===== src/sv/mbox_stream_splitter_unit_macros.svh =====
// ----------------------------------------------------------------------------
// mbox stream splitter assertion macros
// Concurrent check helpers, compiled out for synthesis.
// ----------------------------------------------------------------------------
`ifndef MBOX_STREAM_SPLITTER_UNIT_MACROS_SVH
`define MBOX_STREAM_SPLITTER_UNIT_MACROS_SVH

`ifndef SYNTHESIS
// same-cycle implication
`define MSS_ASSERT_IMP(label, clk, rst_n, ante, cons) \
    label: assert property (@(posedge clk) disable iff (!rst_n) (ante) |-> (cons)) \
        else $error("mss assertion failed");
// next-cycle implication
`define MSS_ASSERT_NXT(label, clk, rst_n, ante, cons) \
    label: assert property (@(posedge clk) disable iff (!rst_n) (ante) |=> (cons)) \
        else $error("mss assertion failed");
`else
`define MSS_ASSERT_IMP(label, clk, rst_n, ante, cons)
`define MSS_ASSERT_NXT(label, clk, rst_n, ante, cons)
`endif

`endif


===== src/sv/mss_pkg.sv =====
// ----------------------------------------------------------------------------
// mss_pkg
// Types, codes and constants shared by the mbox stream splitter.
// ----------------------------------------------------------------------------
`timescale 1ns / 1ps

package mss_pkg;

    localparam int MSS_CMD_DEPTH = 4;
    localparam int MSS_PTR_W     = $clog2(MSS_CMD_DEPTH);
    localparam int MSS_CNT_W     = $clog2(MSS_CMD_DEPTH + 1);

    localparam logic [7:0] CH_F  = 8'h46;  // 'F'
    localparam logic [7:0] CH_GT = 8'h3E;  // '>'
    localparam logic [7:0] CH_AT = 8'h40;  // '@'
    localparam logic [7:0] CH_NL = 8'h0A;  // newline

    typedef enum logic {
        OP_DATA = 1'b0,
        OP_EOI  = 1'b1
    } t_op;

    typedef enum logic [2:0] {
        K_MSG   = 3'd0,
        K_SEPB  = 3'd1,
        K_START = 3'd2,
        K_WARN  = 3'd3,
        K_END   = 3'd4
    } t_kind;

    typedef enum logic [3:0] {
        ST_MID    = 4'd0,
        ST_LSTART = 4'd1,
        ST_SEP    = 4'd2,
        ST_F1     = 4'd3,
        ST_F2     = 4'd4,
        ST_F3     = 4'd5,
        ST_F4     = 4'd6,
        ST_Q1     = 4'd7,
        ST_Q2     = 4'd8,
        ST_Q3     = 4'd9,
        ST_Q4     = 4'd10,
        ST_Q5     = 4'd11
    } t_parse_state;

    typedef struct packed {
        t_op        op;
        logic [7:0] data_byte;
    } t_in_item;

    typedef struct packed {
        logic [2:0] kind;
        logic [7:0] out_byte;
        logic       last;
    } t_out_item;

    // One classified input byte: a run of held tag bytes, then up to two items.
    typedef struct packed {
        logic       tag_start;  // 0: run starts at '>', 1: at 'F'
        logic [2:0] tag_cnt;
        logic       a_vld;
        t_kind      a_kind;
        logic [7:0] a_byte;
        logic       b_vld;
        t_kind      b_kind;
    } t_cmd;

    // ">From "
    function automatic logic [7:0] mss_tag_byte(input logic [2:0] idx);
        logic [7:0] r;
        case (idx)
            3'd0:    r = 8'h3E;
            3'd1:    r = 8'h46;
            3'd2:    r = 8'h72;
            3'd3:    r = 8'h6F;
            3'd4:    r = 8'h6D;
            3'd5:    r = 8'h20;
            default: r = 8'h00;
        endcase
        return r;
    endfunction

    function automatic logic [2:0] mss_cmd_total(input t_cmd c);
        return c.tag_cnt + {2'b00, c.a_vld} + {2'b00, c.b_vld};
    endfunction

endpackage


===== src/sv/mss_front.sv =====
// ----------------------------------------------------------------------------
// mss_front
// Line parser: accepts bytes, tracks separator and quote matching, and
// queues at most one result command per byte.
// ----------------------------------------------------------------------------
`timescale 1ns / 1ps

module mss_front (
    input  logic              i_clk,
    input  logic              i_rst_n,
    input  logic              i_push,
    input  mss_pkg::t_in_item i_item,
    input  logic              i_full,
    output logic              o_push,
    output mss_pkg::t_cmd     o_cmd
);
    import mss_pkg::*;

    t_parse_state r_state, n_state;
    logic         r_seen, n_seen;
    logic         r_open, n_open;
    t_cmd         w_cmd;
    logic         w_accept;
    logic [7:0]   w_c;
    logic [3:0]   w_st;
    logic [2:0]   w_f_got;
    logic [2:0]   w_q_got;
    logic         w_nl;

    assign w_accept = i_push && !i_full;
    assign w_c      = i_item.data_byte;
    assign w_st     = r_state;
    assign w_f_got  = 3'(w_st - 4'(ST_F1) + 4'd1);
    assign w_q_got  = 3'(w_st - 4'(ST_Q1) + 4'd1);
    assign w_nl     = (w_c == CH_NL);

    always_comb begin
        n_state = r_state;
        n_seen  = r_seen;
        n_open  = r_open;
        w_cmd   = '0;
        if (i_item.op == OP_EOI) begin
            // held prefix bytes are dropped here
            w_cmd.a_vld  = r_open;
            w_cmd.a_kind = K_END;
            n_open       = 1'b0;
            n_state      = ST_LSTART;
            n_seen       = 1'b0;
        end else begin
            case (r_state)
                ST_LSTART: begin
                    if (w_c == CH_F) begin
                        n_state = ST_F1;
                    end else if (w_c == CH_GT) begin
                        n_state = ST_Q1;
                    end else begin
                        n_state      = w_nl ? ST_LSTART : ST_MID;
                        w_cmd.a_vld  = 1'b1;
                        w_cmd.a_kind = K_MSG;
                        w_cmd.a_byte = w_c;
                    end
                end
                ST_SEP: begin
                    w_cmd.a_vld  = 1'b1;
                    w_cmd.a_kind = K_SEPB;
                    w_cmd.a_byte = w_c;
                    if (w_c == CH_AT) begin
                        n_seen = 1'b1;
                    end
                    if (w_nl) begin
                        w_cmd.b_vld  = !r_seen;
                        w_cmd.b_kind = K_WARN;
                        n_state      = ST_LSTART;
                    end
                end
                ST_F1, ST_F2, ST_F3, ST_F4: begin
                    if (w_c == mss_tag_byte(w_f_got + 3'd1)) begin
                        if (r_state == ST_F4) begin
                            n_state = ST_SEP;
                            n_seen  = 1'b0;
                            n_open  = 1'b1;
                            if (r_open) begin
                                w_cmd.a_vld  = 1'b1;
                                w_cmd.a_kind = K_END;
                                w_cmd.b_vld  = 1'b1;
                                w_cmd.b_kind = K_START;
                            end else begin
                                w_cmd.a_vld  = 1'b1;
                                w_cmd.a_kind = K_START;
                            end
                        end else begin
                            n_state = t_parse_state'(w_st + 4'd1);
                        end
                    end else begin
                        // match failed: flush held bytes, stay mid-line even on newline
                        w_cmd.tag_start = 1'b1;
                        w_cmd.tag_cnt   = w_f_got;
                        w_cmd.a_vld     = 1'b1;
                        w_cmd.a_kind    = K_MSG;
                        w_cmd.a_byte    = w_c;
                        n_state         = ST_MID;
                    end
                end
                ST_Q1, ST_Q2, ST_Q3, ST_Q4, ST_Q5: begin
                    if (w_c == mss_tag_byte(w_q_got)) begin
                        if (r_state == ST_Q5) begin
                            // unquote: emit "From " without the '>'
                            w_cmd.tag_start = 1'b1;
                            w_cmd.tag_cnt   = 3'd5;
                            n_state         = ST_MID;
                        end else begin
                            n_state = t_parse_state'(w_st + 4'd1);
                        end
                    end else begin
                        w_cmd.tag_start = 1'b0;
                        w_cmd.tag_cnt   = w_q_got;
                        w_cmd.a_vld     = 1'b1;
                        w_cmd.a_kind    = K_MSG;
                        w_cmd.a_byte    = w_c;
                        n_state         = ST_MID;
                    end
                end
                default: begin
                    n_state      = w_nl ? ST_LSTART : ST_MID;
                    w_cmd.a_vld  = 1'b1;
                    w_cmd.a_kind = K_MSG;
                    w_cmd.a_byte = w_c;
                end
            endcase
        end
    end

    always_ff @(posedge i_clk) begin
        if (!i_rst_n) begin
            r_state <= ST_LSTART;
            r_seen  <= 1'b0;
            r_open  <= 1'b0;
        end else if (w_accept) begin
            r_state <= n_state;
            r_seen  <= n_seen;
            r_open  <= n_open;
        end
    end

    assign o_push = w_accept && (w_cmd.a_vld || (w_cmd.tag_cnt != 3'd0));
    assign o_cmd  = w_cmd;

endmodule


===== src/sv/mss_cmd_fifo.sv =====
// ----------------------------------------------------------------------------
// mss_cmd_fifo
// Short command queue between the parser and the result sequencer.
// ----------------------------------------------------------------------------
`timescale 1ns / 1ps

module mss_cmd_fifo (
    input  logic          i_clk,
    input  logic          i_rst_n,
    input  logic          i_push,
    input  mss_pkg::t_cmd i_cmd,
    output logic          o_full,
    input  logic          i_pop,
    output mss_pkg::t_cmd o_cmd,
    output logic          o_empty
);
    import mss_pkg::*;

    t_cmd                 r_mem [MSS_CMD_DEPTH];
    logic [MSS_PTR_W-1:0] r_wptr, n_wptr;
    logic [MSS_PTR_W-1:0] r_rptr, n_rptr;
    logic [MSS_CNT_W-1:0] r_count, n_count;
    logic                 w_wr;
    logic                 w_rd;

    assign o_full  = (r_count == MSS_CNT_W'(MSS_CMD_DEPTH));
    assign o_empty = (r_count == '0);
    assign w_wr    = i_push && !o_full;
    assign w_rd    = i_pop && !o_empty;
    assign o_cmd   = r_mem[r_rptr];

    always_comb begin
        n_wptr  = r_wptr;
        n_rptr  = r_rptr;
        n_count = r_count;
        if (w_wr) begin
            n_wptr = (r_wptr == MSS_PTR_W'(MSS_CMD_DEPTH - 1)) ? '0 : r_wptr + 1'b1;
        end
        if (w_rd) begin
            n_rptr = (r_rptr == MSS_PTR_W'(MSS_CMD_DEPTH - 1)) ? '0 : r_rptr + 1'b1;
        end
        if (w_wr && !w_rd) begin
            n_count = r_count + 1'b1;
        end else if (w_rd && !w_wr) begin
            n_count = r_count - 1'b1;
        end
    end

    always_ff @(posedge i_clk) begin
        if (!i_rst_n) begin
            r_wptr  <= '0;
            r_rptr  <= '0;
            r_count <= '0;
        end else begin
            r_wptr  <= n_wptr;
            r_rptr  <= n_rptr;
            r_count <= n_count;
        end
    end

    always_ff @(posedge i_clk) begin
        if (w_wr) begin
            r_mem[r_wptr] <= i_cmd;
        end
    end

endmodule


===== src/sv/mss_back.sv =====
// ----------------------------------------------------------------------------
// mss_back
// Result sequencer: walks each queued command into the output register, one
// result per cycle while that register is empty or being popped.
// ----------------------------------------------------------------------------
`timescale 1ns / 1ps

module mss_back (
    input  logic               i_clk,
    input  logic               i_rst_n,
    input  mss_pkg::t_cmd      i_cmd,
    input  logic               i_cmd_vld,
    output logic               o_cmd_pop,
    input  logic               i_pop,
    output logic               o_empty,
    output mss_pkg::t_out_item o_result,
    output logic [2:0]         o_idx
);
    import mss_pkg::*;

    logic       r_vld;
    t_out_item  r_out, n_out;
    logic [2:0] r_idx, n_idx;
    logic       w_ld;
    logic       w_last;
    logic [2:0] w_total;

    assign w_ld    = !r_vld || i_pop;
    assign w_total = mss_cmd_total(i_cmd);
    assign w_last  = (r_idx == w_total - 3'd1);

    always_comb begin
        n_out.last = w_last;
        if (r_idx < i_cmd.tag_cnt) begin
            n_out.kind     = K_MSG;
            n_out.out_byte = mss_tag_byte({2'b00, i_cmd.tag_start} + r_idx);
        end else if ((r_idx == i_cmd.tag_cnt) && i_cmd.a_vld) begin
            n_out.kind     = i_cmd.a_kind;
            n_out.out_byte = i_cmd.a_byte;
        end else begin
            n_out.kind     = i_cmd.b_kind;
            n_out.out_byte = 8'h00;
        end
        n_idx = w_last ? 3'd0 : r_idx + 3'd1;
    end

    always_ff @(posedge i_clk) begin
        if (!i_rst_n) begin
            r_vld <= 1'b0;
            r_idx <= 3'd0;
        end else if (w_ld) begin
            r_vld <= i_cmd_vld;
            if (i_cmd_vld) begin
                r_idx <= n_idx;
            end
        end
    end

    always_ff @(posedge i_clk) begin
        if (w_ld && i_cmd_vld) begin
            r_out <= n_out;
        end
    end

    assign o_cmd_pop = w_ld && i_cmd_vld && w_last;
    assign o_empty   = !r_vld;
    assign o_result  = r_out;
    assign o_idx     = r_idx;

endmodule


===== src/sv/mbox_stream_splitter_unit.sv =====
// ----------------------------------------------------------------------------
// mbox_stream_splitter_unit
// Splits an mbox byte stream into message, separator-line and marker results.
// ----------------------------------------------------------------------------
// One input byte is taken per cycle while full is low. A byte causes zero
// to six results, and the result port delivers one per cycle while pop is
// high, so a byte with many results keeps the result sequencer busy; a
// four-entry command queue between the parser and the sequencer absorbs
// that, and full rises only once it fills (for example while a failed
// "From " or ">From " prefix is flushed). A byte's first result passes
// through the queue entry and then the output register; last is set on the
// final result of each byte. End of input closes the open message and discards any held prefix bytes.
`timescale 1ns / 1ps
`include "mbox_stream_splitter_unit_macros.svh"

module mbox_stream_splitter_unit (
    input  logic               i_clk,
    input  logic               i_rst_n,
    input  logic               push,
    input  mss_pkg::t_in_item  i_item,
    output logic               full,
    input  logic               pop,
    output logic               empty,
    output mss_pkg::t_out_item o_result
);
    import mss_pkg::*;

    logic       w_fe_push;
    t_cmd       w_fe_cmd;
    logic       w_q_full;
    logic       w_q_empty;
    logic       w_q_pop;
    t_cmd       w_q_cmd;
    logic [2:0] w_be_idx;

    mss_front u_front (
        .i_clk   (i_clk),
        .i_rst_n (i_rst_n),
        .i_push  (push),
        .i_item  (i_item),
        .i_full  (w_q_full),
        .o_push  (w_fe_push),
        .o_cmd   (w_fe_cmd)
    );

    mss_cmd_fifo u_fifo (
        .i_clk   (i_clk),
        .i_rst_n (i_rst_n),
        .i_push  (w_fe_push),
        .i_cmd   (w_fe_cmd),
        .o_full  (w_q_full),
        .i_pop   (w_q_pop),
        .o_cmd   (w_q_cmd),
        .o_empty (w_q_empty)
    );

    mss_back u_back (
        .i_clk     (i_clk),
        .i_rst_n   (i_rst_n),
        .i_cmd     (w_q_cmd),
        .i_cmd_vld (!w_q_empty),
        .o_cmd_pop (w_q_pop),
        .i_pop     (pop),
        .o_empty   (empty),
        .o_result  (o_result),
        .o_idx     (w_be_idx)
    );

    assign full = w_q_full;

    // queued commands always carry at least one result
    `MSS_ASSERT_IMP(a_cmd_nonempty, i_clk, i_rst_n, w_fe_push, mss_cmd_total(w_fe_cmd) != 3'd0)
    // sequencer is never mid-command without a command at the queue head
    `MSS_ASSERT_IMP(a_idx_idle, i_clk, i_rst_n, w_q_empty, w_be_idx == 3'd0)
    // step index stays inside the head command
    `MSS_ASSERT_IMP(a_idx_range, i_clk, i_rst_n, !w_q_empty, w_be_idx < mss_cmd_total(w_q_cmd))
    // a transfer into an empty queue shows up at its head next cycle
    `MSS_ASSERT_NXT(a_queue_fill, i_clk, i_rst_n, w_fe_push && w_q_empty, !w_q_empty)

endmodule


===== config.mk =====
export PLATFORM = sky130hd
export DESIGN_NAME = mbox_stream_splitter_unit
export DESIGN_NICKNAME = d
export VERILOG_FILES = /design/src/sv/mss_pkg.sv /design/src/sv/mss_front.sv /design/src/sv/mss_cmd_fifo.sv /design/src/sv/mss_back.sv /design/src/sv/mbox_stream_splitter_unit.sv
export VERILOG_INCLUDE_DIRS = /design/src /design/src/sv
export SDC_FILE = /design/constraint.sdc
export NUM_CORES = 1
export LEC_CHECK = 0
export ABC_AREA = 0
export ABC_CLOCK_PERIOD_IN_PS = 9400
export BUFFER_PORTS_ARGS = -buffer_cell sky130_fd_sc_hd__clkbuf_2
export CORE_MARGIN = 5
export CORE_UTILIZATION = 60
export DETAILED_ROUTE_END_ITERATION = 6
export MAX_ROUTING_LAYER = met4
export PLACE_DENSITY = 0.81
export SETUP_SLACK_MARGIN = 0.3
export SLEW_MARGIN = 40
export SYNTH_ARGS = -nofsm -noshare
export SYNTH_HDL_FRONTEND = slang
export SYNTH_HIERARCHICAL = 1
export SYNTH_SLANG_ARGS = --single-unit

===== constraint.sdc =====
create_clock -name i_clk -period 9.4 [get_ports i_clk]
set_input_delay 0 -clock i_clk [delete_from_list [all_inputs] [get_ports i_clk]]
set_output_delay 0 -clock i_clk [all_outputs]
set_load 0.005 [all_outputs]

; Word level (Yosys, flattened, before mapping)
; Memories as Yosys holds them, arrays and structs flattened. A register that Yosys moved wholly into a read port is not among the register bits.
; Index checks and enable logic that the tools add are counted.
[word_totals]
input_bits = 13
ramBits = 80
memories = 1
reg_bits = 29
[op_classes]
bitwise = 1
n_addsub = 15
magnitude_cmp = 1
n_eq_ne = 41
n_reduce_logical = 33
muxes = 57
[memory_table]
columns = memory, words, word_bits, read_ports, rd_clocked_by_memory_dff, wr, line
row1 = u_fifo.r_mem, 4, 20, 1, 1, 1, mss_cmd_fifo.sv:19  ; t_cmd r_mem [MSS_CMD_DEPTH];
[op_table]
columns = op, count
row1 = $pmux W7 S6, 3
row2 = $mux W4, 19
row3 = $mux W12, 4
row4 = $mux W8, 6
row5 = $pmux W12 S4, 1
row6 = $eq A3 B3 Y1 const B, 7
row7 = $eq A3 B2 Y1 const B, 6
row8 = $eq A4 B3 Y1 const B, 4
row9 = $eq A4 B4 Y1 const B, 4
row10 = $eq A8 B7 Y1 const B, 2
row11 = $eq A8 B8 Y1, 2
row12 = $pmux W4 S2, 2
row13 = $pmux W4 S4, 1
row14 = $add A3 B1 Y3 const B, 5
row15 = $logic_not A3 Y1, 4
row16 = $mux W3, 4
row17 = $ne A3 B2 Y1 const B, 4
row18 = $mux W1, 11
row19 = $mux W11, 1
row20 = $eq A3 B1 Y1 const B, 3
row21 = $logic_and A1 B1 Y1, 9
row22 = $eq A4 B2 Y1 const B, 2
row23 = $eq A8 B4 Y1 const B, 1
row24 = $eq A8 B6 Y1 const B, 1
row25 = 23 further kinds, 42

; Longest topological paths before layout
[logic_depth]
depth_word = 19
ltp_mapped = 19
mapped_depth_nobuf = 17

; Hierarchy
; Netlist, hierarchy kept.
[modules_own_cells]
columns = mod, n_inst, area_each_um2, seq_area_each_um2, cells_per_inst
row1 = mss_cmd_fifo, 1, 3358.2, 2582.5, 155
row2 = mss_front, 1, 1447.6, 120.1, 216
row3 = mss_back, 1, 1007.2, 440.4, 94
row4 = mbox_stream_splitter_unit, 1, 3.8, 0.0, 1

; Least setup slack after synthesis
; No wires, ideal clock.
[synth_timing]
path_type = reg-to-reg
start = reg u_front.r_state[0]
end = reg u_fifo.r_count[2]
setup_slack_ns = 5.389
setup_time_ns = 0.076
t_arrival_ns = 3.935
stages_incl_launch_ff = 20
period_less_slack_ns = 4.011
required_time_ns = 9.324
path_cell_list = dfxtp_1 inv_1 ha_1 clkbuf_1 nor4_1 nor2_1 xnor2_1 nand4_1 o21ai_0 and2_1 buf_4 a311oi_1 nor2b_1 buf_2 ha_1 inv_1 fa_1 xor2_1 or3_1 a21boi_0
[synth_between]
elab_chain_len = 18
[synth_rtl]
columns = item, line
row1 = from (decl), mss_front.sv:19  ; t_parse_state r_state, n_state;
row2 = from (signal assigned), mss_front.sv:139  ; r_state <= n_state;
row3 = $sub A3 B2 Y3, mss_front.sv:33  ; assign w_f_got = 3'(w_st - 4'(ST_F1) + 4'd1);
row4 = $add A3 B1 Y3, mss_front.sv:33
row5 = $add A3 B1 Y3, mss_front.sv:77  ; if (w_c == mss_tag_byte(w_f_got + 3'd1)) begin
row6 = "$eq A3 B3 Y1, or another cell as far along", mss_pkg.sv:71  ; case (idx)
row7 = $pmux W7 S6, mss_pkg.sv:71
row8 = $mux W8, mss_front.sv:50  ; case (r_state)
row9 = $mux W8, mss_front.sv:42  ; if (i_item.op == OP_EOI) begin
row10 = $eq A8 B8 Y1, mss_front.sv:77
row11 = (+4 left out), --
row12 = $logic_or A1 B1 Y1 *, mss_front.sv:145  ; assign o_push = w_accept && (w_cmd.a_vld || (w_cmd.tag_cnt != 3'd0));
row13 = $logic_and A1 B1 Y1 *, mss_front.sv:145
row14 = net w_fe_push, mbox_stream_splitter_unit.sv:28  ; logic w_fe_push;
row15 = $logic_and A1 B1 Y1 *, mss_cmd_fifo.sv:28  ; assign w_wr = i_push && !o_full;
row16 = net u_fifo.w_wr, mss_cmd_fifo.sv:23  ; logic w_wr;
row17 = $logic_not A1 Y1, mss_cmd_fifo.sv:44  ; end else if (w_rd && !w_wr) begin
row18 = $logic_and A1 B1 Y1, mss_cmd_fifo.sv:44
row19 = $reduce_bool A2 Y1 (no line), --
row20 = to (signal assigned), mss_cmd_fifo.sv:57  ; r_count <= n_count;
row21 = to (decl), mss_cmd_fifo.sv:22  ; logic [MSS_CNT_W-1:0] r_count, n_count;
; Mark *: on every way through the listed nets, which the timed path passes. The rest lies on a longest branch. The select of a mux whose other input is x is not followed.
; A chain may end at the register's enable or synchronous reset.

; Final worst setup path
[layout_timing]
start = reg u_front.r_state[0]
end = reg u_fifo.r_count[2]
[layout_between]
elab_chain_len = 18
[layout_rtl]
columns = item, line
row1 = $sub A3 B2 Y3, mss_front.sv:33
row2 = $add A3 B1 Y3, mss_front.sv:33
row3 = $add A3 B1 Y3, mss_front.sv:77
row4 = "$eq A3 B3 Y1, or another cell as far along", mss_pkg.sv:71
row5 = $pmux W7 S6, mss_pkg.sv:71
row6 = $mux W8, mss_front.sv:50
row7 = $mux W8, mss_front.sv:42
row8 = $eq A8 B8 Y1, mss_front.sv:77
row9 = (+3 left out), --
row10 = $reduce_bool A3 Y1, mss_front.sv:145
row11 = $logic_or A1 B1 Y1 *, mss_front.sv:145
row12 = $logic_and A1 B1 Y1 *, mss_front.sv:145
row13 = net w_fe_push, mbox_stream_splitter_unit.sv:28
row14 = $logic_and A1 B1 Y1 *, mss_cmd_fifo.sv:28
row15 = $logic_not A1 Y1, mss_cmd_fifo.sv:44
row16 = $logic_and A1 B1 Y1, mss_cmd_fifo.sv:44
row17 = $reduce_bool A2 Y1 (no line), --
; Marked as above.

==> out/results.tsv <==
metric	value	unit
cp-end-kind	flop	
grt_antenna_before_repair	0	
avgSynthCellArea	12.5	um^2
drive_above_1_share	16.9	%
htree_levels	3	
critical_path_class	flop to flop	
grt_pass1_wl	19300	um
post_cts_buffers	0	
design_area	6200	um^2
slew_headroom	57.2	%
fp.dieH	108	um
pwr-share-comb	26.8	%
synthArstFlopShare	0	%
clk_latency	0.37	ns
drc	0	
diodes	0	
layout_commonest_cell	edfxtp_1	
final_util	64.6	%
synth_ff_type	edfxtp_1	
grt_pass1_vias	3718	
period_minus_slack	4.91	ns
path_clk_slew	0.10	ns
die_w	108	um
hold_viol	0	
ant_nets	0	
area_growth	6.58	%
placed_area	5990	um^2
ys_warn_count	6	
coreArea	9590	um^2
crit_fanout	13	
stdcell_count	617	
num_io_pins	27	
cts_sinks	111	
dp_slack	4.57	ns
grt_max_degree	21	
slew_viol_final	0	
fin_crit_sh	52.3	%
vias	3680	
final_cell_mix	edfxtp_1, nand2_1, clkbuf_2, nor2_1, inv_1	
num-fill-cells	715	
synth.cell_area	5820	um^2
drtIter0Drc	246	
grt_overflow	0	
power.leakage	2.15	nW
ir_worst_vdd	0.0922	mV
p_switching	0.000376	W
netlist_instances	466	
finalSetupTns	0	ns
status	finished, final reports clean	
gp_congestion	0.923	
finalWorstSetupSlack	4.49	ns
cts_root_buf	clkbuf_8	
syn_nets	503	
fmax	0.203	GHz
nets	516	
start_util	60.6	%
tightest_slew	0.642	ns
dr.pass1.iters	4	
cts_buffer_depth	2	
maxCapViolations	0	
wl	11700	um
cts_tree	built	
post-place-cells	600	
die_area	11800	um^2
numPortBuffers	26	
synth_seq_cells	111	
finalSetupViolCount	0	
cellPowerDensity	199	nW/um^2
ys_types	71	
cts_buffers	9	
wl_per_cell	18.9	um
p_clk_share	22.4	%
worstPathArrival	5.20	ns
p_sw_share	30.4	%
hpwlAfterDp	8550	um
ys_seq_area_share	54.0	%
p_seq_share	50.9	%
num_rows	36	
grt_usage	22.2	%
synth_edf_count	92	
required	9.69	ns
p_int	0.000860	W
finalClockSkew	0.0157	ns
cp-start-kind	flop	
grt_setup_unrepaired	false	
hold_class	input pin to flop	
via_per_inst	5.96	
-- area by class of cell --
type	count	area [um^2]	area share, %
timing repair buffer	28	148	2.38
clock inverter	7	71.3	1.15
tap	133	166	2.68
inverter	24	90.1	1.45
clock buffer	9	124	2.00
multi-input combinational	305	2460	39.6
sequential	111	3140	50.7
-- sequential cells by signal (all words and copies together) (netlist names), named ones only --
signal / flops
u_fifo/r_mem: 80
u_back/o_result: 12
u_front/r_state: 4
u_back/o_idx: 3
u_fifo/r_count: 3
u_fifo/r_rptr: 2
u_fifo/r_wptr: 2
u_back/r_vld: 1
u_front/r_open: 1
u_front/r_seen: 1
-- metrics by stage --
stage	total power (W)	hold slack, ns
after floorplan	0.000874	0.128
after global routing	0.00131	0.135
after CTS	0.00124	0.104
after detailed placement	0.000970	0.317
after global placement	0.000949	0.307
final	0.00124	0.110
-- cell usage after synthesis (6+ instances only) --
master,count,area [um^2]
a21oi_1,20,100
and2_1,14,87.6
buf_2,10,50.1
clkbuf_1,10,37.5
dfxtp_1,19,380
edfxtp_1,92,2760
ha_1,22,275
inv_1,24,90.1
mux2i_1,10,100
mux4_2,20,450
nand2_1,28,105
nand2b_1,8,50.1
nand3_1,11,55.1
nor2_1,26,97.6
nor2b_1,6,37.5
nor3_1,14,70.1
nor4_1,7,43.8
o21ai_0,11,55.1
or3_1,6,37.5
xnor2_1,8,70.1
xor2_1,6,52.6
-- power by group through the flow --
stage | registers [W] | clock network (W) | logic [W]
6_report | 0.000629 | 0.000277 | 0.000331
5_1_grt | 0.000634 | 0.000302 | 0.000369
4_1_cts | 0.000629 | 0.000279 | 0.000332
3_5_place_dp | 0.000641 | 0 | 0.000329
3_3_place_gp | 0.000636 | 0 | 0.000312
2_1_floorplan | 0.000637 | 0 | 0.000237
-- per-layer routing --
layer	vias up	GRT usage, %	wire (um)	part of all wire (%)
li1	1782	-	-	-
met1	1798	27.5	4810	41
met2	82	37.8	6170	53
met3	18	2.63	405	3.5
met4	0	8.21	267	2.3
met5	-	-	0	0
-- worst paths after layout --
path / depth (start not counted) / to / start / slack (ns)
hold reg to reg: 2 / u_fifo/r_wptr[1]$_SDFFE_PN0P_ / u_fifo/r_wptr[1]$_SDFFE_PN0P_ / 0.50
setup reg to reg: 16 / u_fifo/r_count[2]$_SDFFE_PN0P_ / u_front/r_state[0]$_SDFFE_PN1P_ / 4.49
hold / removal: 2 / u_front/r_seen$_SDFFE_PN0P_ / i_rst_n / 0.11
setup / recovery: 16 / u_fifo/r_count[2]$_SDFFE_PN0P_ / u_front/r_state[0]$_SDFFE_PN1P_ / 4.49
-- worst max-delay path, cell delays in order, from the launching register on --
cell	delay [ns]
dfxtp_1	0.53
inv_1	0.23
ha_1	0.41
or4b_1	0.55
or3_1	0.30
o21ai_0	0.08
a22oi_1	0.17
nor2_1	0.20
o21ai_0	0.11
a311oi_1	0.32
nor2b_1	0.44
ha_1	0.26
inv_1	0.08
fa_1	0.45
xor2_1	0.18
or3_1	0.34
a21boi_0	0.19
-- repair_timing --
action | CTS | global route
hold endpoints to repair | 1 | 0
hold buffers | 1 | 0
resized for setup | 0 | 0
-- logic make-up (layout without fill, tap and decap cells) --
logic type | after synthesis | after routing | synth area share (%)
AOI/OAI and AO/OA | 82 | 82 | 9.36
xor gates and xnor gates | 19 | 19 | 3.70
adders and majority gates | 24 | 24 | 5.42
buffers and inverters | 50 | 68 | 3.83
DFF | 111 | 111 | 54.0
muxes | 30 | 30 | 9.46
other | 1 | 1 | 0.0645
and+or+nand+nor | 149 | 149 | 14.1
Power figures use the tool's default switching activity.
